## config.mk

```make
export PLATFORM = sky130hd
export DESIGN_NAME = msbm_cmd_fifo
export DESIGN_NICKNAME = d
export VERILOG_FILES = /design/src/rtl/msbm_pkg.sv /design/src/rtl/msbm_cmd_fifo.sv
export VERILOG_INCLUDE_DIRS = /design/src /design/src/rtl
export SDC_FILE = /design/constraint.sdc
export NUM_CORES = 1
export LEC_CHECK = 0
export BUFFER_PORTS_ARGS = -buffer_cell sky130_fd_sc_hd__buf_2
export CAP_MARGIN = 10
export CORE_ASPECT_RATIO = 0.6
export CORE_MARGIN = 2
export CORE_UTILIZATION = 51
export CTS_CLUSTER_DIAMETER = 200
export CTS_CLUSTER_SIZE = 16
export DETAILED_ROUTE_END_ITERATION = 10
export HOLD_SLACK_MARGIN = 0.15
export PLACE_DENSITY = 0.84
export SETUP_SLACK_MARGIN = 0.02
export SLEW_MARGIN = 40
export SYNTH_ARGS = -nofsm -noshare
export SYNTH_HDL_FRONTEND = slang
export SYNTH_SLANG_ARGS = --single-unit
```

## constraint.sdc

```tcl
create_clock -name i_clk -period 2.7 [get_ports i_clk]
set_input_delay 0.27 -clock i_clk [delete_from_list [all_inputs] [get_ports i_clk]]
set_output_delay 0.27 -clock i_clk [all_outputs]
set_load 0.005 [all_outputs]
```

## src/rtl/multi_stack_bank_with_move_defines.svh

```systemverilog
// ----------------------------------------------------------------------------
// Multi-stack bank assertion macros
// Shared concurrent assertion forms, clocked on i_clk and held off in reset.
// ----------------------------------------------------------------------------
`ifndef MULTI_STACK_BANK_WITH_MOVE_DEFINES_SVH
`define MULTI_STACK_BANK_WITH_MOVE_DEFINES_SVH

// Same-cycle implication.
`define MSBM_ASSERT_IMP(lbl, ante, cons, msg) \
    lbl: assert property (@(posedge i_clk) disable iff (!i_rst_n) (ante) |-> (cons)) \
        else $error(msg);

// Next-cycle implication.
`define MSBM_ASSERT_NXT(lbl, ante, cons, msg) \
    lbl: assert property (@(posedge i_clk) disable iff (!i_rst_n) (ante) |=> (cons)) \
        else $error(msg);

`endif

```

## src/rtl/msbm_pkg.sv

```systemverilog
// ----------------------------------------------------------------------------
// Multi-stack bank package
// Field widths, default sizes, operation and status codes, command type.
// ----------------------------------------------------------------------------
package msbm_pkg;

    localparam int NUM_STACKS_DEF  = 16;
    localparam int STACK_DEPTH_DEF = 128;

    localparam int OP_W    = 2;
    localparam int IDX_W   = 4;
    localparam int CNT_W   = 8;
    localparam int VAL_W   = 8;
    localparam int STS_W   = 3;

    // The stack fields address at most this many stacks.
    localparam int IDX_SPAN = 1 << IDX_W;

    localparam int CMDQ_DEPTH = 2;

    typedef enum logic [OP_W-1:0] {
        OP_PUSH = 2'd0,
        OP_MOVE = 2'd1,
        OP_TOPS = 2'd2
    } t_op;

    typedef enum logic [STS_W-1:0] {
        STS_OK        = 3'd0,
        STS_BAD_INDEX = 3'd1,
        STS_FULL      = 3'd2,
        STS_TOO_FEW   = 3'd3,
        STS_NO_DATA   = 3'd4
    } t_status;

    typedef enum logic [1:0] {
        CMD_PUSH,
        CMD_MOVE,
        CMD_TOPS,
        CMD_BAD
    } t_kind;

    typedef struct packed {
        t_kind              kind;
        logic [IDX_W-1:0]   src;
        logic [IDX_W-1:0]   dst;
        logic [CNT_W-1:0]   count;
        logic [VAL_W-1:0]   value;
    } t_cmd;

    typedef enum logic [2:0] {
        S_IDLE,
        S_PUSH,
        S_MV_SRC,
        S_MV_DST,
        S_MV_LOOP,
        S_MV_WB,
        S_RT_SCAN,
        S_RT_FLUSH
    } t_eng_state;

endpackage

```

## src/rtl/msbm_cmd_fifo.sv

```systemverilog
// ----------------------------------------------------------------------------
// Multi-stack bank command queue
// Short register queue between the front end and the execution engine.
// ----------------------------------------------------------------------------
`include "multi_stack_bank_with_move_defines.svh"

module msbm_cmd_fifo import msbm_pkg::*; (
    input  logic  i_clk,
    input  logic  i_rst_n,
    input  logic  i_push,
    input  t_cmd  i_cmd,
    input  logic  i_pop,
    output t_cmd  o_cmd,
    output logic  o_full,
    output logic  o_empty
);

    localparam int PW = (CMDQ_DEPTH > 1) ? $clog2(CMDQ_DEPTH) : 1;
    localparam int CW = $clog2(CMDQ_DEPTH + 1);
    localparam logic [PW-1:0] LAST_PTR  = PW'(CMDQ_DEPTH - 1);
    localparam logic [CW-1:0] FULL_CNT  = CW'(CMDQ_DEPTH);

    t_cmd           r_mem [CMDQ_DEPTH];
    logic [PW-1:0]  r_wr_ptr, n_wr_ptr;
    logic [PW-1:0]  r_rd_ptr, n_rd_ptr;
    logic [CW-1:0]  r_count, n_count;

    always_comb begin
        n_wr_ptr = r_wr_ptr;
        n_rd_ptr = r_rd_ptr;
        n_count  = r_count;
        if (i_push) begin
            n_wr_ptr = (r_wr_ptr == LAST_PTR) ? '0 : r_wr_ptr + PW'(1);
        end
        if (i_pop) begin
            n_rd_ptr = (r_rd_ptr == LAST_PTR) ? '0 : r_rd_ptr + PW'(1);
        end
        if (i_push && !i_pop) begin
            n_count = r_count + CW'(1);
        end else if (!i_push && i_pop) begin
            n_count = r_count - CW'(1);
        end
    end

    always_ff @(posedge i_clk) begin
        if (!i_rst_n) begin
            r_wr_ptr <= '0;
            r_rd_ptr <= '0;
            r_count  <= '0;
        end else begin
            r_wr_ptr <= n_wr_ptr;
            r_rd_ptr <= n_rd_ptr;
            r_count  <= n_count;
        end
    end

    always_ff @(posedge i_clk) begin
        if (i_push) begin
            r_mem[r_wr_ptr] <= i_cmd;
        end
    end

    assign o_cmd   = r_mem[r_rd_ptr];
    assign o_full  = (r_count == FULL_CNT);
    assign o_empty = (r_count == '0);

    `MSBM_ASSERT_IMP(a_no_pop_empty, i_pop, r_count != '0, "command queue popped while empty")

endmodule

```

==> flow_summary.yaml, run 1 <==
routing:
  wl_mm: 4.05
  wl_per_cell_um: 16.3
  vias_per_cell: 4.87
  num_vias: 1213
  dr.pass1.iters: 6
  drt_iter0_markers: 61
  drc_errors: 0
  postRouteAntennaNets: 0
logic_synthesis:
  yosys.area.top_type_share_pct: 74.6
  syn_avg_cell_area_um2: 20.3
  synthTopCellsByArea: "edfxtp_1 (75%), mux2_2 (14%), dfxtp_1 (4.8%)"
  synth_cell_type_count: 17
  synth_cells: 103
  post-synth-top-count-cell: "edfxtp_1"
  postSynth.asyncResetShare_pct: 0
  yosysWarnings: 0
  synth_area_um2: 2090
  synth-seq-area-share_pct: 79.4
  synth-edff-count: 52
  synth_flop_cell: "edfxtp_1"
  synth_fp_nets: 134
  ys_top_cells_by_count: "edfxtp_1 (52), mux2_2 (26), dfxtp_1 (5)"
  ys_ff_latch: 57
  synth_area_leader_cell: "edfxtp_1"
cells_and_area:
  seq_area_um2: 1660
  multi_input_area_um2: 410
  stdcell_count: 249
  antenna_cells: 0
  layout.nets: 228
  num-fill-cells: 226
  drive_gt1_share_pct: 51.5
  area_growth_pct: 40.6
sta:
  finalHoldViolations: 0
  layout_worst_path_cycle_share_pct: 76.5
  period_needed_ns: 2.07
  setup_violations: 0
  rsz0062_at_grt: "false"
  slew_violations: 0
  fmax_mhz: 484
  worst_slew_pin_slew_ns: 0.685
  fin_tns_setup_ns: 0
  relSlewSlack_pct: 54.1
  skew_ns: 0.0103
clocking:
  clk_path_buf_depth: 2
  cts_root_buf: "clkbuf_8"
  clk_latency_ns: 0.33
  cts_sinks: 57
  numCtsBuffers: 9
  cts.clk_slew.worst_paths_ns: 0.07
  post-cts-setup-buffers: 0
  htreeDepth: 3
  cts_tree: "yes"
  cts_resized: 0
worst_setup_path:
  reg2reg_depth: 2
  cp.arrival_ns: 1.80
  worstPathRequired_ns: 2.43
  crit_type: "flop to output pin"
  crit_path_cell_trace: "buf_4, mux2_2, buf_2"
  crit_cells: 3
  worst_path_largest_cell_delay_ns: 0.63
  path_max_fanout: 15
  r2r_setup_slack_ns: 1.18
  critical_path.startpoint_type: "flop"
  crit_family: "flip-flops"
  crit_path_end: "o_cmd[24]"
  crit_slowest_cell: "dfxtp_1"
  end_kind: "output pin"
  worstReg2RegStart: "r_wr_ptr"
  worst-path-buf-inv: 2
  r2r_end: "r_mem[1][1]"
run:
  max-cap-violations: 0
pwr:
  cellPowerDensity_nw_per_um2: 730
  peakVddDrop_mv: 0.416
  leakage_nw: 1.15
floorplan:
  die_w_um: 86.7
  ios: 58
  die_h_um: 53.6
  dieArea_um2: 4650
  initial_core_util_pct: 55.0
  rows: 17
  coreArea_um2: 3810
grt:
  grt_max_degree: 17
  gr-usage-all-layers_pct: 19.0
  grt_pass1_wl_mm: 6.11
  overflow: 0
  grt_pass1_vias: 1284
  antenna_found_initial: 0
placement:
  gp_congestion: 0.660
  dp_cells: 207
  port_buffers: 57
  hpwl_mm: 2.47
status:
  outcome: "complete, no violations"
min_path:
  hp-class: "input pin to flop"
cells in the final DEF, fill, tap and decap left out:
| cell | count |
|---|---|
| buf_2 | 57 |
| edfxtp_1 | 52 |
| mux2_2 | 26 |
| dlygate4sd3_1 | 26 |
| clkbuf_8 | 11 |
| dfxtp_1 | 5 |
| and2_1 | 4 |
| xor2_1 | 2 |
| clkinv_2 | 2 |
| bufinv_16 | 2 |
| buf_4 | 2 |
| inv_1 | 1 |
| and2b_2 | 1 |
| nor2_1 | 1 |
| nor2b_2 | 1 |
| xnor2_1 | 1 |
| nor2b_1 | 1 |
| o21a_1 | 1 |
| o21ai_0 | 1 |
| or3_1 | 1 |
| a21boi_1 | 1 |
| ha_1 | 1 |
| clkinvlp_4 | 1 |
| buf_12 | 1 |
worst min path at each step:
stage / start / end / slack (ns) / depth (start not counted)
6_report: i_rst_n / r_count[0] / 0.20 / 2
5_1_grt: i_rst_n / r_count[0] / 0.21 / 2
4_1_cts: i_rst_n / r_rd_ptr / 0.19 / 2
3_5_place_dp: i_cmd[11] / r_mem[0][11] / 0.46 / 1
3_3_place_gp: i_cmd[11] / r_mem[0][11] / 0.46 / 1
2_1_floorplan: i_cmd[0] / r_mem[0][0] / 0.37 / 0
timing repair:
action | in CTS | in global routing
hold buffers | 26 | 0
hold endpoints to repair | 51 | 0
setup endpoints to repair | 0 | 0
per-stage QoR:
step / utilization (%) / hold WS, ns / worst slack, ns / cell area (µm²) / total power [mW]
after floorplan: - / 0.369 / 0.772 / 2090 / 1.15
after global placement: 64.5 / 0.457 / 1.00 / 2450 / 1.24
after detailed placement: 64.5 / 0.463 / 0.977 / 2450 / 1.25
after CTS: 77.3 / 0.186 / 0.607 / 2940 / 2.16
after global routing: 77.3 / 0.209 / 0.532 / 2940 / 2.22
final: 77.3 / 0.204 / 0.634 / 2940 / 2.15
registers in the layout (all words and copies together) (netlist names), named ones only:
signal and flops:
r_mem 52, r_wr_ptr 1, r_rd_ptr 1, r_count 2
report_power, final:
part | total, mW | switching, mW | internal [mW]
Sequential | 1.04 | 0.0219 | 1.02
Combinational | 0.223 | 0.0929 | 0.130
Clock | 0.887 | 0.321 | 0.566
Total | 2.15 | 0.436 | 1.71
routing by layer:
| layer | track usage (%) | vias to the layer above | wire (µm) |
|---|---|---|---|
| met4 | 7.81 | 0 | 49 |
| met3 | 7.98 | 8 | 248 |
| met1 | 22.0 | 572 | 1780 |
| li1 | - | 582 | - |
| met5 | 0 | - | 0 |
| met2 | 31.9 | 51 | 1970 |
final cells by class:
cell class	count	area share, %
clock inverters	5	2.63
clock buffers	11	5.14
well taps	47	2.00
multi-input cells	42	13.9
repair buffers	86	19.7
inverters	1	0.127
flip-flops and latches	57	56.4
cells by family (layout without fill, tap and decap cells):
logic type,count (synthesis),after routing,synth area share (%)
buffers and inverters,4,103,1.14
adders and majority gates,1,1,0.598
DFF,57,57,79.4
xor gates and xnor gates,3,3,1.26
AOI/OAI and AO/OA,3,3,0.956
muxes,26,26,14.0
and+or+nand+nor,9,9,2.69
No activity file was read; power rests on OpenSTA's default activity.
==> inputs of run 2 (changes only) <==
--- a/config.mk
+++ b/config.mk
@@ -6,16 +6,17 @@
 export SDC_FILE = /design/constraint.sdc
 export NUM_CORES = 1
 export LEC_CHECK = 0
+export ABC_AREA = 1
 export BUFFER_PORTS_ARGS = -buffer_cell sky130_fd_sc_hd__buf_2
 export CAP_MARGIN = 10
 export CORE_ASPECT_RATIO = 0.6
 export CORE_MARGIN = 2
-export CORE_UTILIZATION = 51
+export CORE_UTILIZATION = 46
 export CTS_CLUSTER_DIAMETER = 200
 export CTS_CLUSTER_SIZE = 16
 export DETAILED_ROUTE_END_ITERATION = 10
 export HOLD_SLACK_MARGIN = 0.15
-export PLACE_DENSITY = 0.84
+export PLACE_DENSITY = 0.8
 export SETUP_SLACK_MARGIN = 0.02
 export SLEW_MARGIN = 40
 export SYNTH_ARGS = -nofsm -noshare
==> constraint.sdc (replaced) <==
create_clock -name i_clk -period 1.8 [get_ports i_clk]
set_input_delay 0.18 -clock i_clk [delete_from_list [all_inputs] [get_ports i_clk]]
set_output_delay 0.18 -clock i_clk [all_outputs]
set_load 0.005 [all_outputs]
==> run 2 against run 1 <==
Effect of this change: cell count increased by 14%; die area grew 16%; routed wire length hardly changed; global-route usage fell by 2.3 points; design area rose by 4.7%; non-clock buffer count increased by 7; largest power group unchanged.
==> flow_summary.yaml, run 2 <==
status:
  outcome: "complete, no violations"
routing:
  num_vias: 1292
  dr.pass1.iters: 4
  drc_errors: 0
  wl_per_cell_um: 14.2
  wl_mm: 4.05
  drt_iter0_markers: 46
  vias_per_cell: 4.53
  postRouteAntennaNets: 0
worst_setup_path:
  end_kind: "output pin"
  crit_type: "flop to output pin"
  critical_path.startpoint_type: "flop"
  worstPathRequired_ns: 1.62
  cp.arrival_ns: 1.46
  path_max_fanout: 12
logic_synthesis:
  syn_avg_cell_area_um2: 19.0
  yosys.area.top_type_share_pct: 70.7
  synth_cells: 116
  post-synth-top-count-cell: "edfxtp_1"
  synth_fp_nets: 147
  synth_area_leader_cell: "edfxtp_1"
  synth_flop_cell: "edfxtp_1"
  postSynth.asyncResetShare_pct: 0
  ys_ff_latch: 57
  synthTopCellsByArea: "edfxtp_1 (71%), mux2_4 (14%), dfxtp_1 (4.5%)"
  yosysWarnings: 0
  synth_cell_type_count: 14
  synth-edff-count: 52
  ys_top_cells_by_count: "edfxtp_1 (52), mux2_4 (20), nor2_1 (9)"
  synth-seq-area-share_pct: 75.2
  synth_area_um2: 2210
sta:
  skew_ns: 0.00486
  finalHoldViolations: 0
  relSlewSlack_pct: 78.4
  setup_violations: 0
  worst_hold_slack_ns: 0.530
  slew_violations: 0
  rsz0062_at_grt: "false"
  period_needed_ns: 1.64
  layout_worst_path_cycle_share_pct: 90.9
  worst_slew_pin_slew_ns: 0.324
  fmax_mhz: 611
  fin_tns_setup_ns: 0
grt:
  grt_max_degree: 15
  antenna_found_initial: 0
  grt_pass1_vias: 1299
  overflow: 0
  grt_pass1_wl_mm: 6.18
  gr-usage-all-layers_pct: 16.6
placement:
  gp_congestion: 0.660
  hpwl_mm: 2.54
  port_buffers: 57
clocking:
  cts.clk_slew.worst_paths_ns: 0.06
  cts_tree: "yes"
  post-cts-setup-buffers: 0
  cts_root_buf: "clkbuf_8"
  clk_path_buf_depth: 2
  numCtsBuffers: 9
  clk_latency_ns: 0.33
  cts_sinks: 57
  htreeDepth: 3
floorplan:
  rows: 19
  ios: 58
  initial_core_util_pct: 48.1
  die_w_um: 93.5
  dieArea_um2: 5390
  die_h_um: 57.7
  coreArea_um2: 4590
cells_and_area:
  final_core_util_pct: 67.2
  area_growth_pct: 39.5
  drive_gt1_share_pct: 47.3
  top_regs: "r_mem x52, r_count x2"
  layout.nets: 248
  mostFrequentLayoutCells: "buf_2 (57), edfxtp_1 (52), dlygate4sd3_1 (30), mux2_4 (20), clkbuf_8 (11)"
  largest_reg_flops: 52
  regMostFlops: "r_mem"
  num-fill-cells: 331
  layout_commonest_cell: "buf_2"
  antenna_cells: 0
pwr:
  peakVddDrop_mv: 0.649
  power_mw: 3.07
  cellPowerDensity_nw_per_um2: 996
  leakage_nw: 1.29
min_path:
  hp-class: "flop to flop"
run:
  max-cap-violations: 0
-- run 2: cell types whose count changed in the layout (fill, tap and decap cells not counted), moves of 2 or more --
| cell | delta |
|---|---|
| mux2_2 | -20 |
| dlygate4sd3_1 | +4 |
| inv_1 | +7 |
| and2_1 | -4 |
| mux2_4 | +20 |
| nand2_1 | +8 |
| buf_4 | +3 |
| xor2_1 | -2 |
| clkbuf_1 | +2 |
| nor2_1 | +7 |
-- run 2: logic make-up (layout without fill, tap and decap cells) --
| group | Yosys count | in the layout | share of synthesized area [%] |
|---|---|---|---|
| AND/OR/NAND/NOR | 19 | 19 | 3.40 |
| multiplexers | 26 | 26 | 16.7 |
| flip-flops | 57 | 57 | 75.2 |
| buffers and inverters | 11 | 117 | 3.68 |
| AO/OA/AOI/OAI | 2 | 2 | 0.453 |
| adder cells (fa/ha/maj) | 1 | 1 | 0.566 |
-- run 2: final timing paths --
kind / startpoint / endpoint / slack [ns] / depth (start not counted)
hold reg to reg: r_wr_ptr / r_wr_ptr / 0.53 / 2
setup / recovery: flop / o_cmd[22] / 0.16 / 3
setup reg to reg: r_wr_ptr / r_mem[1][19] / 0.55 / 3
hold / removal: r_wr_ptr / r_wr_ptr / 0.53 / 2
-- run 2: where the power goes --
group	leakage (nW)	switching [mW]	total, mW	internal [mW]
Clock	0.103	0.456	1.17	0.710
Sequential	0.530	0.0255	1.55	1.53
Combinational	0.652	0.145	0.349	0.205
Total	1.29	0.626	3.07	2.44
-- run 2: per-stage QoR --
stage,instance area [µm²],std cells,worst slack [ns]
after floorplan,2210,116,0.382
after global placement,2580,239,0.524
after detailed placement,2580,239,0.509
after CTS,3080,285,0.130
after global routing,3080,285,0.0960
final,3080,285,0.164
-- run 2: worst max-delay path, stage by stage (launching register included) --
cell and delay (ns):
dfxtp_2 0.38, buf_4 0.28, mux2_4 0.33, buf_2 0.13
-- run 2: what timing repair did --
| item | CTS | global route |
|---|---|---|
| resized for setup | 0 | 0 |
| hold endpoints to repair | 56 | 0 |
| hold buffers | 30 | 0 |
-- run 2: metal layers --
| layer | share of wire (%) | track usage (%) | vias up |
|---|---|---|---|
| met5 | 0 | 0 | - |
| met4 | 0.52 | 7.56 | 0 |
| met3 | 7.4 | 8.32 | 5 |
| met2 | 48 | 27.3 | 47 |
| met1 | 44 | 18.4 | 610 |
| li1 | - | - | 630 |
-- run 2: layout make-up --
cell class	instances	area [µm²]	area share, %
clock buffer	13	159	5.16
multi-input combinational	48	468	15.2
sequential	57	1660	54.0
clock inverter	3	40.0	1.30
timing repair buffer	93	643	20.9
tap	63	78.8	2.56
inverter	8	30.0	0.974
==> inputs of run 3 (changes only) <==
--- a/config.mk
+++ b/config.mk
@@ -6,7 +6,7 @@
 export SDC_FILE = /design/constraint.sdc
 export NUM_CORES = 1
 export LEC_CHECK = 0
-export ABC_AREA = 1
+export ABC_AREA = 0
 export BUFFER_PORTS_ARGS = -buffer_cell sky130_fd_sc_hd__buf_2
 export CAP_MARGIN = 10
 export CORE_ASPECT_RATIO = 0.6
==> run 3 against run 2 <==
Effect of this change: flip-flop and latch count unchanged; clock-buffer cell count shrank 3; routed wire length fell by 7.1%; critical path type unchanged.
==> flow_summary.yaml, run 3 (synthesis results as in run 1) <==
status:
  outcome: "complete, no violations"
worst_setup_path:
  worstPathRequired_ns: 1.62
  crit_type: "flop to output pin"
  worst-path-buf-inv: 2
  critical_path.startpoint_type: "flop"
  worstReg2RegStart: "r_wr_ptr"
  worst_path_largest_cell_delay_ns: 0.46
  crit_slowest_cell: "dfxtp_1"
  crit_path_cell_trace: "buf_12, mux2_2, buf_2"
  end_kind: "output pin"
  crit_family: "flip-flops"
  r2r_setup_slack_ns: 0.63
  path_max_fanout: 22
  cp.arrival_ns: 1.49
sta:
  relSlewSlack_pct: 75.9
  worst_slew_pin_slew_ns: 0.362
  skew_ns: 0.00531
  setup_ws_ns: 0.128
  setup_violations: 0
  worst_hold_slack_ns: 0.229
  period_needed_ns: 1.67
  fmax_mhz: 598
  finalHoldViolations: 0
  slew_violations: 0
  layout_worst_path_cycle_share_pct: 92.9
  rsz0062_at_grt: "false"
  fin_tns_setup_ns: 0
cells_and_area:
  drive_gt1_share_pct: 50.2
  finish.instance_area_um2: 2980
  top_regs: "r_mem x52, r_count x2"
  layout_commonest_cell: "buf_2"
  final_core_util_pct: 70.3
  multi_input_area_um2: 410
  layout.nets: 229
  largest_reg_flops: 52
  seq_area_um2: 1660
  area_growth_pct: 42.1
  mostFrequentLayoutCells: "buf_2 (57), edfxtp_1 (52), dlygate4sd3_1 (27), mux2_2 (26), clkbuf_8 (9)"
  num-fill-cells: 301
  antenna_cells: 0
  regMostFlops: "r_mem"
  stdcell_count: 263
floorplan:
  die_w_um: 91.1
  initial_core_util_pct: 49.4
  coreArea_um2: 4230
  dieArea_um2: 5120
  ios: 58
  die_h_um: 56.3
  rows: 18
pwr:
  power_mw: 3.26
  leakage_nw: 1.16
  peakVddDrop_mv: 0.841
  cellPowerDensity_nw_per_um2: 1100
grt:
  gr-usage-all-layers_pct: 15.8
  grt_pass1_wl_mm: 5.85
  grt_max_degree: 28
  grt_pass1_vias: 1278
  antenna_found_initial: 0
  overflow: 0
routing:
  wl_per_cell_um: 14.3
  drt_iter0_markers: 48
  postRouteAntennaNets: 0
  dr.pass1.iters: 4
  vias_per_cell: 4.59
  wl_mm: 3.76
  drc_errors: 0
  num_vias: 1207
run:
  max-cap-violations: 0
min_path:
  min_from: "i_push"
  hp-class: "input pin to flop"
placement:
  place_area_um2: 2470
  hpwl_mm: 2.33
  dp_cells: 220
  port_buffers: 57
  pre_cts_ws_ns: 0.461
  gp_congestion: 0.623
clocking:
  cts.clk_slew.worst_paths_ns: 0.06
  numCtsBuffers: 9
  htreeDepth: 3
  cts_sinks: 57
  cts_tree: "yes"
  clk_path_buf_depth: 2
  clk_latency_ns: 0.33
  cts_root_buf: "clkbuf_8"
==> run 3: layout make-up <==
| class | instances | area share (%) |
|---|---|---|
| Timing Repair Buffer | 87 | 19.8 |
| Multi-Input combinational cell | 42 | 13.8 |
| Inverter | 1 | 0.126 |
| Clock buffer | 10 | 4.29 |
| Sequential cell | 57 | 55.8 |
| Clock inverter | 6 | 3.57 |
| Tap cell | 60 | 2.52 |
==> run 3: tightest hold or removal path: cells and delay by family <==
kind,cells,cell delay (ns)
AO/OA/AOI/OAI,1,0.16
buffers and inverters,1,0.12
AND/OR/NAND/NOR,1,0.05
==> run 3: what timing repair did <==
| action | CTS | global route |
|---|---|---|
| endpoints found under the hold margin | 56 | 0 |
| resized for setup | 0 | 0 |
| hold buffers | 27 | 0 |
| buffers inserted | 0 | 0 |
==> run 3: worst paths after layout <==
check                       to  cells after the start
hold reg to reg     r_count[1]                      2
hold / removal        r_wr_ptr                      3
setup / recovery     o_cmd[23]                      3
setup reg to reg  r_mem[1][19]                      2
==> run 3: power by group <==
part	total, mW	internal [mW]	switching, mW
sequential	1.55	1.53	0.0272
clock	1.37	0.912	0.459
combinational	0.336	0.197	0.139
total	3.26	2.64	0.625
==> run 3: routing by layer <==
metal / vias up / track usage [%] / routed length, µm
met5: - / 0 / 0
met4: 0 / 3.90 / 0
met3: 0 / 9.13 / 238
met1: 581 / 17.1 / 1610
met2: 42 / 26.9 / 1910
li1: 584 / - / -
